### config.mk
export PLATFORM = sky130hd
export DESIGN_NAME = udp_ipv4_checksum
export DESIGN_NICKNAME = d
export VERILOG_FILES = /design/src/design/ucsum_pkg.sv /design/src/design/ucsum_regs.sv /design/src/design/ucsum_core.sv /design/src/design/udp_ipv4_checksum.sv
export SDC_FILE = /design/constraint.sdc
export NUM_CORES = 1
export LEC_CHECK = 0
export BUFFER_PORTS_ARGS = -buffer_cell sky130_fd_sc_hd__buf_2
export CAP_MARGIN = 15
export CORE_MARGIN = 3
export CORE_UTILIZATION = 44
export DETAILED_ROUTE_END_ITERATION = 7
export HOLD_SLACK_MARGIN = 0.08
export PLACE_DENSITY = 0.66
export SYNTH_ARGS = -nofsm -noshare
export SYNTH_HDL_FRONTEND = slang
export SYNTH_SLANG_ARGS = --single-unit
### constraint.sdc
create_clock -name i_clk -period 12.6 [get_ports i_clk]
set_input_delay 1.89 -clock i_clk [delete_from_list [all_inputs] [get_ports i_clk]]
set_output_delay 1.89 -clock i_clk [all_outputs]
set_load 0.01 [all_outputs]
### src/design/ucsum_pkg.sv
// ucsum_pkg: shared types, register map and ones'-complement helpers
// for the UDP/IPv4 checksum block. No dependencies.
`timescale 1ns / 1ps

package ucsum_pkg;

    localparam int unsigned ADDR_W = 4;
    localparam int unsigned DATA_W = 32;

    // Register map, word index = paddr[3:2]
    typedef enum logic [1:0] {
        REG_PSEUDO_EN = 2'd0,
        REG_SRC_ADDR  = 2'd1,
        REG_DST_ADDR  = 2'd2,
        REG_PROTOCOL  = 2'd3
    } t_reg_idx;

    localparam logic       PSEUDO_EN_RST = 1'b1;
    localparam logic [7:0] PROTOCOL_RST  = 8'd17;

    // valid_bytes codes (3 behaves as a full word)
    localparam logic [1:0] VB_NONE = 2'd0;
    localparam logic [1:0] VB_ONE  = 2'd1;

    // Static configuration seen by the datapath
    typedef struct packed {
        logic        pseudo_en;
        logic [15:0] cfg_sum;   // folded sum of address and protocol words
    } t_cfg;

    // Ones'-complement add with end-around carry; 0 + 0 stays 0
    function automatic logic [15:0] oc_add(input logic [15:0] a, input logic [15:0] b);
        logic [16:0] s;
        s = {1'b0, a} + {1'b0, b};
        return s[15:0] + {15'd0, s[16]};
    endfunction

    // Fold a sum of up to eight words to 16 bits; zero only for zero
    function automatic logic [15:0] fold19(input logic [18:0] s);
        logic [16:0] t;
        t = {1'b0, s[15:0]} + {14'd0, s[18:16]};
        return t[15:0] + {15'd0, t[16]};
    endfunction

endpackage

### src/design/ucsum_regs.sv
// ucsum_regs: APB register file and precomputed pseudo-header sum.
// Depends on ucsum_pkg.
`timescale 1ns / 1ps

module ucsum_regs (
    input  logic                           i_clk,
    input  logic                           i_rst_n,
    input  logic                           psel,
    input  logic                           penable,
    input  logic                           pwrite,
    input  logic [ucsum_pkg::ADDR_W-1:0]   paddr,
    input  logic [ucsum_pkg::DATA_W-1:0]   pwdata,
    output logic [ucsum_pkg::DATA_W-1:0]   prdata,
    output logic                           pready,
    output ucsum_pkg::t_cfg                o_cfg
);

    logic        r_pseudo_en;
    logic [31:0] r_src_addr;
    logic [31:0] r_dst_addr;
    logic [7:0]  r_protocol;
    logic [15:0] r_cfg_sum;

    logic                  wr_en;
    ucsum_pkg::t_reg_idx   reg_idx;
    logic [18:0]           n_cfg_raw;

    assign pready  = 1'b1;
    assign wr_en   = psel && penable && pwrite;
    assign reg_idx = ucsum_pkg::t_reg_idx'(paddr[3:2]);

    always_ff @(posedge i_clk) begin
        if (!i_rst_n) begin
            r_pseudo_en <= ucsum_pkg::PSEUDO_EN_RST;
            r_src_addr  <= '0;
            r_dst_addr  <= '0;
            r_protocol  <= ucsum_pkg::PROTOCOL_RST;
        end else if (wr_en) begin
            unique case (reg_idx)
                ucsum_pkg::REG_PSEUDO_EN: r_pseudo_en <= pwdata[0];
                ucsum_pkg::REG_SRC_ADDR:  r_src_addr  <= pwdata;
                ucsum_pkg::REG_DST_ADDR:  r_dst_addr  <= pwdata;
                ucsum_pkg::REG_PROTOCOL:  r_protocol  <= pwdata[7:0];
                default: ;
            endcase
        end
    end

    always_comb begin
        unique case (reg_idx)
            ucsum_pkg::REG_PSEUDO_EN: prdata = {31'd0, r_pseudo_en};
            ucsum_pkg::REG_SRC_ADDR:  prdata = r_src_addr;
            ucsum_pkg::REG_DST_ADDR:  prdata = r_dst_addr;
            ucsum_pkg::REG_PROTOCOL:  prdata = {24'd0, r_protocol};
            default:                  prdata = '0;
        endcase
    end

    // Constant part of the pseudo-header, refreshed every cycle
    assign n_cfg_raw = {3'd0, r_src_addr[31:16]} + {3'd0, r_src_addr[15:0]}
                     + {3'd0, r_dst_addr[31:16]} + {3'd0, r_dst_addr[15:0]}
                     + {11'd0, r_protocol};

    always_ff @(posedge i_clk) begin
        r_cfg_sum <= ucsum_pkg::fold19(n_cfg_raw);
    end

    assign o_cfg.pseudo_en = r_pseudo_en;
    assign o_cfg.cfg_sum   = r_cfg_sum;

endmodule

### src/design/ucsum_core.sv
// ucsum_core: input register, running sum / byte count, result register.
// Depends on ucsum_pkg.
`timescale 1ns / 1ps

module ucsum_core (
    input  logic            i_clk,
    input  logic            i_rst_n,
    input  ucsum_pkg::t_cfg i_cfg,
    input  logic            i_in_valid,
    output logic            o_in_stall,
    input  logic [15:0]     i_data_word,
    input  logic [1:0]      i_valid_bytes,
    input  logic            i_last_word,
    output logic            o_out_valid,
    input  logic            i_out_stall,
    output logic [15:0]     o_checksum,
    output logic [15:0]     o_byte_length
);

    logic        r_in_valid;
    logic [15:0] r_in_word;
    logic [1:0]  r_in_vb;
    logic        r_in_last;

    logic [15:0] r_sum;
    logic [15:0] r_cnt;

    logic        r_out_valid;
    logic [15:0] r_checksum;
    logic [15:0] r_byte_length;

    logic        out_free;
    logic        adv;
    logic        in_accept;
    logic [1:0]  step;
    logic [15:0] word_m;
    logic [15:0] n_sum;
    logic [15:0] n_cnt;
    logic [18:0] fin_raw;
    logic [15:0] n_checksum;

    // A last word may only leave when the result register can take it
    assign out_free   = !r_out_valid || !i_out_stall;
    assign adv        = r_in_valid && (!r_in_last || out_free);
    assign o_in_stall = r_in_valid && !adv;
    assign in_accept  = i_in_valid && !o_in_stall;

    always_comb begin
        unique case (r_in_vb)
            ucsum_pkg::VB_NONE: step = 2'd0;
            ucsum_pkg::VB_ONE:  step = 2'd1;
            default:            step = 2'd2;
        endcase
    end

    assign word_m = (r_in_vb == ucsum_pkg::VB_ONE) ? {r_in_word[15:8], 8'd0} : r_in_word;
    assign n_sum  = (step != 2'd0) ? ucsum_pkg::oc_add(r_sum, word_m) : r_sum;
    assign n_cnt  = r_cnt + {14'd0, step};

    assign fin_raw = {3'd0, n_sum}
                   + (i_cfg.pseudo_en ? ({3'd0, i_cfg.cfg_sum} + {3'd0, n_cnt}) : 19'd0);
    assign n_checksum = ~ucsum_pkg::fold19(fin_raw);

    always_ff @(posedge i_clk) begin
        if (!i_rst_n) begin
            r_in_valid  <= 1'b0;
            r_sum       <= '0;
            r_cnt       <= '0;
            r_out_valid <= 1'b0;
        end else begin
            if (!o_in_stall) begin
                r_in_valid <= i_in_valid;
            end
            if (adv) begin
                r_sum <= r_in_last ? 16'd0 : n_sum;
                r_cnt <= r_in_last ? 16'd0 : n_cnt;
            end
            if (adv && r_in_last) begin
                r_out_valid <= 1'b1;
            end else if (!i_out_stall) begin
                r_out_valid <= 1'b0;
            end
        end
    end

    always_ff @(posedge i_clk) begin
        if (in_accept) begin
            r_in_word <= i_data_word;
            r_in_vb   <= i_valid_bytes;
            r_in_last <= i_last_word;
        end
        if (adv && r_in_last) begin
            r_checksum    <= n_checksum;
            r_byte_length <= n_cnt;
        end
    end

    assign o_out_valid   = r_out_valid;
    assign o_checksum    = r_checksum;
    assign o_byte_length = r_byte_length;

`ifndef SYNTHESIS
    a_last_gives_result: assert property (@(posedge i_clk) disable iff (!i_rst_n)
        (adv && r_in_last) |=> r_out_valid)
        else $error("last word advanced without a result");

    a_state_cleared: assert property (@(posedge i_clk) disable iff (!i_rst_n)
        (adv && r_in_last) |=> (r_sum == 16'd0 && r_cnt == 16'd0))
        else $error("running state not cleared after packet end");

    a_result_kept: assert property (@(posedge i_clk) disable iff (!i_rst_n)
        (r_out_valid && i_out_stall) |=> r_out_valid)
        else $error("stalled result dropped");
`endif

endmodule

### src/design/udp_ipv4_checksum.sv
// udp_ipv4_checksum: top level of the streaming Internet checksum block.
// Depends on ucsum_pkg, ucsum_regs and ucsum_core.
`timescale 1ns / 1ps

// Streaming RFC 1071 checksum with optional UDP pseudo-header. Packet data
// arrives as 16-bit network-order words (first byte in the high half), one
// transaction per clock at full rate: an accepted word lands in an input
// register and from there is folded into a ones'-complement running sum and
// a byte count, so a new word is taken every cycle unless a last word waits
// for the result register. A valid_bytes of 1 keeps only the high byte; 0
// adds nothing; 3 counts as 2. On the word flagged last, the pseudo-header
// (both addresses, the protocol and the byte count modulo 65536) is added
// when enabled, the sum is folded and inverted, and checksum plus byte_length
// are loaded into the result register as the last word leaves the input
// register. Zero is reported as zero, not as 0xFFFF. Only the last word
// needs the result register; while a result waits under stall, ordinary
// words keep flowing and only a following last word holds the input stage.
// The address and protocol part of the pseudo-header is pre-summed in a
// register in the cycle after each write. Registers (APB, byte address 4*i):
// 0 pseudo_header_enable (reset 1), 1 source_address, 2 destination_address,
// 3 protocol_number (reset 17). Write them only while the block is idle.

module udp_ipv4_checksum (
    input  logic                         i_clk,
    input  logic                         i_rst_n,
    // configuration port
    input  logic                         psel,
    input  logic                         penable,
    input  logic                         pwrite,
    input  logic [ucsum_pkg::ADDR_W-1:0] paddr,
    input  logic [ucsum_pkg::DATA_W-1:0] pwdata,
    output logic [ucsum_pkg::DATA_W-1:0] prdata,
    output logic                         pready,
    // packet words
    input  logic                         i_in_valid,
    output logic                         o_in_stall,
    input  logic [15:0]                  i_data_word,
    input  logic [1:0]                   i_valid_bytes,
    input  logic                         i_last_word,
    // results
    output logic                         o_out_valid,
    input  logic                         i_out_stall,
    output logic [15:0]                  o_checksum,
    output logic [15:0]                  o_byte_length
);

    ucsum_pkg::t_cfg cfg;

    ucsum_regs u_regs (
        .i_clk   (i_clk),
        .i_rst_n (i_rst_n),
        .psel    (psel),
        .penable (penable),
        .pwrite  (pwrite),
        .paddr   (paddr),
        .pwdata  (pwdata),
        .prdata  (prdata),
        .pready  (pready),
        .o_cfg   (cfg)
    );

    ucsum_core u_core (
        .i_clk         (i_clk),
        .i_rst_n       (i_rst_n),
        .i_cfg         (cfg),
        .i_in_valid    (i_in_valid),
        .o_in_stall    (o_in_stall),
        .i_data_word   (i_data_word),
        .i_valid_bytes (i_valid_bytes),
        .i_last_word   (i_last_word),
        .o_out_valid   (o_out_valid),
        .i_out_stall   (i_out_stall),
        .o_checksum    (o_checksum),
        .o_byte_length (o_byte_length)
    );

endmodule

== Word level (Yosys, flattened, before mapping) ==
Index checks and enable logic that the tools add are counted.
W data, S select, Z words.
Word-level totals
  output and inout bits: 67
  logic and storage cells: 62
  register bits after elaboration: 174
  bits of input ports: 62
Cells by class
  add/sub/neg operators: 13
  equality and inequality tests: 5
  reductions and logical operators: 20
  bitwise logic cells: 1
  muxes and demuxes: 9
Operators by type and width (count)
  $pmux W32 S4: 1
  $add A16 B16 Y17: 3
  $add A16 B1 Y16: 3
  $mux W16: 3
  $add A19 B16 Y19: 2
  $add A16 B3 Y17: 2
  $add A16 B19 Y19: 1
  $add A19 B8 Y19: 1
  $mux W19: 1
  $add A16 B2 Y16: 1
  $not A16 Y16: 1
  $mux W8: 1
  $reduce_and A2 Y1: 4
  $logic_and A1 B1 Y1: 6
  $logic_not A1 Y1: 5
  $eq A2 B1 Y1 const B: 2
  $eq A2 B2 Y1 const B: 2
  $logic_not A2 Y1: 2
  $pmux W2 S2: 1
  $logic_or A1 B1 Y1: 2
  $mux W1: 2
  $ne A2 B1 Y1 const B: 1
  $reduce_bool A2 Y1: 1

== Longest topological paths before layout ==
Gate-level depths: netlist (run 1).
  depth after elaboration: 9
  mapped depth: 48

== Cells and area by module ==
From an unflattened synthesis (run 1), not the netlist that was laid out.
Second synthesis, totals
  cells, all modules: 1518
  area total of the unflattened synthesis: 13311.5 µm²
By module, submodules not included
  ucsum_core: cells an instance 762, instances 1, area an instance 6911.6 µm², seq. area each 2212.1 µm²
  ucsum_regs: cells an instance 756, instances 1, area an instance 6399.9 µm², seq. area each 1781.7 µm²

== Worst setup path after synthesis (run 1) ==
Ideal clock, no wire load.
  kind: register to register
  from: register u_core.r_in_vb[1]
  to: register u_core.r_checksum[15] (netlist: u_core.o_checksum[15]), data pin
  setup time: 260 ps
  data arrival time: 8781 ps
  cell stages (with the launch flop): 48
  buffers on the path: 2
  path slack: 3559 ps
  path through: edfxtp_1 nand2b_1 and2_1 ha_1 fa_1 a211oi_1 o21ai_0 and3_1 o31a_1 o21ai_0 a21boi_0 o21ai_0 nand2b_1 ha_1 ha_1 nand2_1 nor4_1 nand2_1 (+12 left out) xor2_1 ha_1 fa_1 inv_1 o32ai_1 nand3_1 nor2_1 and3_1 clkbuf_1 and4_1 ha_1 nand3_1 nand2b_1 nor4_1 nand2_1 nor4b_2 nand4b_1 xnor2_1
On the way
  longest elaborated chain between the ends: 9
RTL lines
  start, declared: line ucsum_core.sv:22  | logic [1:0] r_in_vb;
  start signal, assigned: line ucsum_core.sv:89  | r_in_vb <= i_valid_bytes;
  $eq A2 B1 Y1 or $logic_not A2 Y1 (tied branches): line ucsum_core.sv:49, ucsum_core.sv:56
  $pmux W2 S2 or $mux W8 (tied branches): line ucsum_core.sv:49, ucsum_core.sv:56
  $add A16 B2 Y16 or $add A16 B16 Y17 (tied branches): line ucsum_core.sv:58, ucsum_pkg.sv:34
  $add A16 B16 Y17 or $add A16 B1 Y16 (tied branches): line ucsum_core.sv:61, ucsum_pkg.sv:35
  $mux W19 or $mux W16 (tied branches): line ucsum_core.sv:61, ucsum_core.sv:57
  $add A16 B19 Y19 (*): line ucsum_core.sv:61  | + (i_cfg.pseudo_en ? ({3'd0, i_cfg.cfg_sum} + {3'd0, n_cnt}) : 19'd0);
  $add A16 B3 Y17 (*): line ucsum_pkg.sv:41  | t = {1'b0, s[15:0]} + {14'd0, s[18:16]};
  $add A16 B1 Y16 (*): line ucsum_pkg.sv:42  | return t[15:0] + {15'd0, t[16]};
  $not A16 Y16 (*): line ucsum_core.sv:62  | assign n_checksum = ~ucsum_pkg::fold19(fin_raw);
  named net u_core.n_checksum[15]: line ucsum_core.sv:40  | logic [15:0] n_checksum;
  end signal, assigned: line ucsum_core.sv:93  | r_checksum <= n_checksum;
  end, declared: line ucsum_core.sv:29  | logic [15:0] r_checksum;
Mark *: on every way through the listed nets, which the timed path passes. The rest lies on a longest branch.
A chain may end at the register's enable or synchronous reset.

== Worst setup path after layout (run 1) ==
Ends and elaborated chain as after synthesis.

==> impl_metrics.toml, run 1 <==
[clocking]
tritoncts.num_buffers = 17
cts.htree.levels = 4
number_of_clock_sinks_seen_by_cts = 174
clock_tree.root_cell = "sky130_fd_sc_hd__clkbuf_16"
cts_resized = 0
postCtsSetupBuffers = 0
ctsLongestPathBuffers = 2
cts_hold_repair.buffers = 0
cts_tree = "built"
clkLatencyLatePin_ns = 0.45
cts.reportedPaths.clkPinSlew_ns = 0.08

[run]
cap_violations = 0

[routing]
vias_per_cell = 5.403
wl_per_cell_um = 15.95
routed_wl_mm = 31.56
route.vias.total = 10690
dr.pass1.iters = 5
drt_drc_violations_left = 0
ant_nets = 0
initialDrtViolationCount = 628

[worst_hold_path]
min_path_cells = 2
timing.hold.worst.start = "u_core.r_cnt[0]"
timing.hold.worst_endpoint = "u_core.r_cnt[0]"
hold_path_class = "reg2reg"

[floorplan]
die_h_um = 178.0
floorplan.die_area_mm2 = 0.03170
rows = 62
initial_core_utilization = 0.4501
io_pins = 129
fp.dieW_um = 178.0
floorplan.core_area_mm2 = 0.02894

[critical_path]
critical_path_arrival_ns = 10.88
timing.critical_path.from_type = "flop"
slowest_delay_ns = 0.54
worstReg2RegStart = "u_core.r_in_vb[1]"
timing_worst_setup_path_type = "reg2reg"
reg2regPathDepth = 45
reg_to_reg_critical_path_endpoint = "u_core.o_checksum[15]"
largest_fanout_on_the_critical_path = 9
setup.worst_path.end_class = "flop"
required_ns = 12.80
reg2reg_slack_ns = 1.92
timing.critical_path.mode_cell = "sky130_fd_sc_hd__ha_1"
critical_path.slowest_cell = "sky130_fd_sc_hd__o32ai_1"

[finish]
post_route_cells_drive_above_1_share = 0.1318
fillers = 2727
multiInputGateArea_mm2 = 0.008347
finalNetCount = 1776
most_frequent_standard_cell_in_the_layout_excluding_fill_and_tap_cells = "sky130_fd_sc_hd__nand2_1"
syn2layout_area_growth_pct = 11.74
register_area_mm2 = 0.003994
finish.utilization = 0.5029
final_cell_mix = "204 x sky130_fd_sc_hd__nand2_1, 125 x sky130_fd_sc_hd__buf_2, 123 x sky130_fd_sc_hd__dfxtp_1"
finish.instance_area_mm2 = 0.01455

[global_route]
globalRouteTotalUtil = 0.2020
initial_antenna_violation_count = 0
grt_max_degree = 109
grt_remaining_overflow = 0
first_pass_grt_wire_length_mm = 51.80
via_count_of_the_first_global_routing_pass = 10200

[status]
run_status = "complete, no violations"

[synthesis]
ffs_latches_synth = 174
synthesis.area_mm2 = 0.01302
synth_nets = 1686
post_synth_inst_count = 1490
synth_async_sr_flop_share = 0
synth.distinct_cells = 87
synth-seq-area-share = 0.3067
yosys_warnings = 0
synth_enable_flop_cells = 51
synth_top_flop_cell = "sky130_fd_sc_hd__dfxtp_1"
syn_area_per_cell_um2 = 8.741

[power_and_ir_drop]
pwr_density_cell_mw_per_mm2 = 100.2
ir_drop_v = 0.00008564
power_leakage_nw = 6.290

[timing]
maxClockFrequency_ghz = 0.09366
grt_setup_unrepaired = "no"
finalCriticalPeriod_ns = 10.68
finClkSkew_ns = 0.01400
final_min_period_over_clock_period = 0.8473
hold_viol_final = 0
timing_max_transition_violations_final = 0
slew_headroom = 0.2729
totalNegativeSetupSlack_ns = 0
tightest_slew_ns = 1.088
setup-violations-final = 0
worst_hold_check_slack_ns = 0.4773
timing.final.ws_setup_ns = 1.924

[placed_design]
placed_instance_area_mm2 = 0.01395
io_buffer_count = 125
gp_congestion = 0.8380
post-place-ws_ns = 1.976
detailed_place_hpwl_mm = 23.75
==> per-stage QoR <==
stage                     power (W)  cells
final                      0.001458   1978
after global routing       0.001530   1977
after CTS                  0.001470   1977
after detailed placement  0.0009227   1945
after global placement    0.0009162   1945
after floorplan           0.0008461   1490
==> sequential cells by signal, summed over array words and instances (netlist names), 2 cells and up <==
name,flops
u_regs.r_dst_addr,32
u_core.r_cnt,16
u_regs.r_cfg_sum,16
u_core.r_in_word,16
u_core.o_byte_length,16
u_core.o_checksum,16
u_regs.r_src_addr,32
u_core.r_in_vb,2
u_regs.r_protocol,8
u_core.r_sum,16
==> Yosys cell counts (all sizes together), types with 40 or more instances <==
master / n / area, µm²
inv: 114 / 427.9
nor2: 63 / 236.5
a21boi: 70 / 525.5
a21oi: 57 / 292.8
xor2: 56 / 498.0
dfxtp: 123 / 2462
ha: 103 / 1289
edfxtp: 51 / 1531
clkbuf: 56 / 210.2
xnor2: 76 / 680.7
and2: 40 / 250.2
o21ai: 63 / 319.1
nand2: 204 / 765.7
==> cell type report <==
class	count	area share
clock buffers	18	0.03018
repair buffers	135	0.04815
multi-input cells	1138	0.5736
clock inverters	14	0.01109
diodes	1	0.0001720
well taps	384	0.03302
flip-flops and latches	174	0.2744
inverters	114	0.02940
==> per-layer routing <==
layer,vias up,part of all wire,global-route usage
li1,5392,-,-
met1,5075,0.47,0.2736
met2,197,0.48,0.3410
met3,23,0.038,0.03086
met4,0,0.011,0.04483
met5,-,0,0
==> cell families after synthesis <==
logic type / synth area share
other: 0.0002879
and+or+nand+nor: 0.1896
AOI/OAI and AO/OA: 0.1966
muxes: 0.01480
DFF: 0.3067
buffers and inverters: 0.05322
adders and majority gates: 0.1466
xor gates and xnor gates: 0.09223
==> report_power, final <==
group          internal [W]  switching, W  total [W]
Combinational      0.000124      0.000181   0.000305
Clock              0.000289      0.000257   0.000546
Sequential         0.000598    0.00000974   0.000607
==> critical path, delay by kind of cell (launching register included) <==
family | cells | cell delay, ns
simple gates | 18 | 3.82
compound gates | 15 | 3.34
fa+ha+maj | 8 | 2.18
xor+xnor | 3 | 0.58
flops | 1 | 0.46
buf+inv | 1 | 0.07
==> worst max-delay path by stage <==
| stage | to | slack (ns) | startpoint | cells after the start |
|---|---|---|---|---|
| after detailed placement | u_core.o_checksum[15] | 1.98 | u_core.r_in_vb[1] | 45 |
| after global placement | u_core.o_checksum[15] | 2.25 | u_core.r_in_vb[1] | 45 |
| after floorplan | u_core.o_checksum[15] | 3.56 | u_core.r_in_vb[1] | 47 |
| after CTS | u_core.o_checksum[15] | 1.95 | u_core.r_in_vb[1] | 45 |
| final | u_core.o_checksum[15] | 1.92 | u_core.r_in_vb[1] | 45 |
| after global routing | u_core.o_checksum[15] | 0.90 | u_core.r_in_vb[1] | 45 |
Note: power is estimated with default switching activity, not from simulation.
==> inputs of run 2 (changes only) <==
==> constraint.sdc (replaced) <==
create_clock -name i_clk -period 10.1 [get_ports i_clk]
set_input_delay 1.515 -clock i_clk [delete_from_list [all_inputs] [get_ports i_clk]]
set_output_delay 1.515 -clock i_clk [all_outputs]
set_load 0.01 [all_outputs]
==> run 2 against run 1 <==
Effect of this change: register-to-register slack worse by 1.2 ns; clock power up 21%; via count grew 1.3%; cell count rose by 0.40%; global-route usage is 0.37 points higher; sequential power rose by 25%; fmax grew 14%; setup slack lost 1.2 ns; cell area is 0.90% higher; sequential share of layout area decreased by 0.25 points; critical path depth rose by 1; non-clock buffer count grew 9; largest power group unchanged.
==> impl_metrics.toml, run 2 (same netlist as run 1, synthesis figures left out) <==
[critical_path]
reg2reg_slack_ns = 0.72
timing.critical_path.from_type = "flop"
required_ns = 10.28
largest_fanout_on_the_critical_path = 6
timing_worst_setup_path_type = "reg2reg"
reg2regPathDepth = 46
critical_path_arrival_ns = 9.56
slowest_delay_ns = 0.39
timing.critical_path.mode_cell = "sky130_fd_sc_hd__nand3_1"
critical_path.slowest_cell = "sky130_fd_sc_hd__fa_2"
worstReg2RegStart = "u_core.r_in_vb[1]"
reg_to_reg_critical_path_endpoint = "u_core.o_checksum[15]"
setup.worst_path.end_class = "flop"

[timing]
final_min_period_over_clock_period = 0.9286
slew_headroom = 0.2976
timing_max_transition_violations_final = 0
finalCriticalPeriod_ns = 9.379
tightest_slew_ns = 1.051
hold_viol_final = 0
finClkSkew_ns = 0.01431
setup-violations-final = 0
maxClockFrequency_ghz = 0.1066
timing.final.ws_setup_ns = 0.7209

[placed_design]
post-place-ws_ns = 0.1608
gp_congestion = 0.8533
io_buffer_count = 125
detailed_place_hpwl_mm = 24.14

[worst_hold_path]
timing.hold.worst_endpoint = "u_regs.r_dst_addr[10]"
timing.hold.worst.start = "u_regs.r_dst_addr[10]"
hold_path_class = "reg2reg"
min_path_cells = 2

[finish]
finalNetCount = 1785
most_frequent_standard_cell_in_the_layout_excluding_fill_and_tap_cells = "sky130_fd_sc_hd__nand2_1"
post_route_cells_drive_above_1_share = 0.1449
final_cell_mix = "204 x sky130_fd_sc_hd__nand2_1, 125 x sky130_fd_sc_hd__buf_2, 123 x sky130_fd_sc_hd__dfxtp_1"
top_registers = "u_regs.r_dst_addr x32, u_regs.r_src_addr x32"
syn2layout_area_growth_pct = 12.75
fillers = 2735

[power_and_ir_drop]
power_frac_seq = 0.419
cellInternalPower_w = 0.001269
power_leakage_nw = 6.324
power.total_w = 0.001809
portion_of_total_power_attributed_to_the_clock_network = 0.364
switching_power_w = 0.0005401
ir_drop_v = 0.00008717
pwr_density_cell_mw_per_mm2 = 123.2
pwr-share-comb = 0.217
power_switching_share = 0.2985

[routing]
vias_per_cell = 5.452
met1Wirelength_mm = 14.90
met2RoutedLength_mm = 15.61
drt_drc_violations_left = 0
initialDrtViolationCount = 632
routed-wl-met3_mm = 1.324
topRoutingLayerUsed = "met4"
wl_per_cell_um = 16.26
ant_nets = 0
routed_wl_mm = 32.29
dr.pass1.iters = 5
route.vias.total = 10830

[clocking]
number_of_clock_sinks_seen_by_cts = 174
cts_hold_repair.buffers = 0
cts.reportedPaths.clkPinSlew_ns = 0.07
clock_tree.root_cell = "sky130_fd_sc_hd__clkbuf_16"
ctsLongestPathBuffers = 2
tritoncts.num_buffers = 17
cts.htree.levels = 4
cts_tree = "built"
clkLatencyLatePin_ns = 0.44

[floorplan]
floorplan.die_area_mm2 = 0.03170
rows = 62
die_h_um = 178.0
io_pins = 129
initial_core_utilization = 0.4501
floorplan.core_area_mm2 = 0.02894
fp.dieW_um = 178.0

[global_route]
globalRouteTotalUtil = 0.2057
grt_max_degree = 109
grt_remaining_overflow = 0
initial_antenna_violation_count = 1
first_pass_grt_wire_length_mm = 52.98
via_count_of_the_first_global_routing_pass = 10630

[run]
cap_violations = 0

[status]
run_status = "complete, no violations"
-- run 2: cell count changes in the layout (fill, tap and decap cells not counted), moves of 3 or more --
cell                      change
sky130_fd_sc_hd__buf_4        +9
sky130_fd_sc_hd__ha_1         -4
sky130_fd_sc_hd__ha_2         +3
sky130_fd_sc_hd__inv_4        +3
sky130_fd_sc_hd__inv_6        -5
sky130_fd_sc_hd__inv_8        -4
sky130_fd_sc_hd__o21ai_0      -5
sky130_fd_sc_hd__o21ai_1      +5
-- run 2: layer usage --
layer	GRT usage	up-vias
li1	-	5396
met1	0.2758	5189
met2	0.3501	207
met3	0.02469	35
met4	0.05694	0
met5	0	-
-- run 2: critical path, delay by kind of cell (launching register included) --
kind,cells,cell delay [ns]
xor+xnor,4,0.78
fa+ha+maj,7,1.66
buf+inv,1,0.08
flops,1,0.38
compound gates,15,2.64
simple gates,19,3.59
-- run 2: layout make-up --
| class | count | area [µm²] | share of cell area |
|---|---|---|---|
| clock buffer | 23 | 481.7 | 0.03281 |
| clock inverter | 8 | 81.33 | 0.005539 |
| timing repair buffer | 144 | 768.2 | 0.05232 |
| multi-input combinational | 1138 | 8448 | 0.5753 |
| sequential | 174 | 3994 | 0.2720 |
| inverter | 114 | 427.9 | 0.02914 |
| antenna | 1 | 2.502 | 0.0001704 |
| tap | 384 | 480.5 | 0.03272 |
-- run 2: power groups by stage --
stage	Sequential (W)	Combinational [W]	Clock, W
after floorplan	0.000773	0.000283	0
after global placement	0.000774	0.000370	0
after detailed placement	0.000774	0.000379	0
after CTS	0.000758	0.000381	0.000668
after global routing	0.000760	0.000439	0.000698
final	0.000758	0.000394	0.000658
-- run 2: per-stage QoR --
step	instance area [µm²]	hold WS, ns	instances	utilization	TNS, ns
after global placement	13990	0.4605	1950	0.4835	0
after detailed placement	13990	0.4758	1950	0.4835	0
after CTS	14550	0.4851	1981	0.5029	0
after global routing	14680	0.5054	1985	0.5074	-0.003760
after floorplan	13020	0.4453	1490	-	0
final	14680	0.4835	1986	0.5075	0
-- run 2: worst max path at each step --
stage / start / to / cells after the start
6_report: u_core.r_in_vb[1] / u_core.o_checksum[15] / 46
2_1_floorplan: u_core.r_in_vb[1] / u_core.o_checksum[15] / 47
5_1_grt: u_core.r_in_vb[1] / u_core.o_checksum[15] / 46
4_1_cts: u_core.r_in_vb[1] / u_core.o_checksum[15] / 46
3_5_place_dp: u_core.r_in_vb[1] / u_core.o_checksum[15] / 46
3_3_place_gp: u_core.r_in_vb[1] / u_core.o_checksum[15] / 46
-- run 2: what timing repair did --
action,4_1_cts,5_1_grt
setup endpoints to repair,0,10
setup buffers,0,4
resized for setup,0,24
endpoints found under the hold margin,0,0
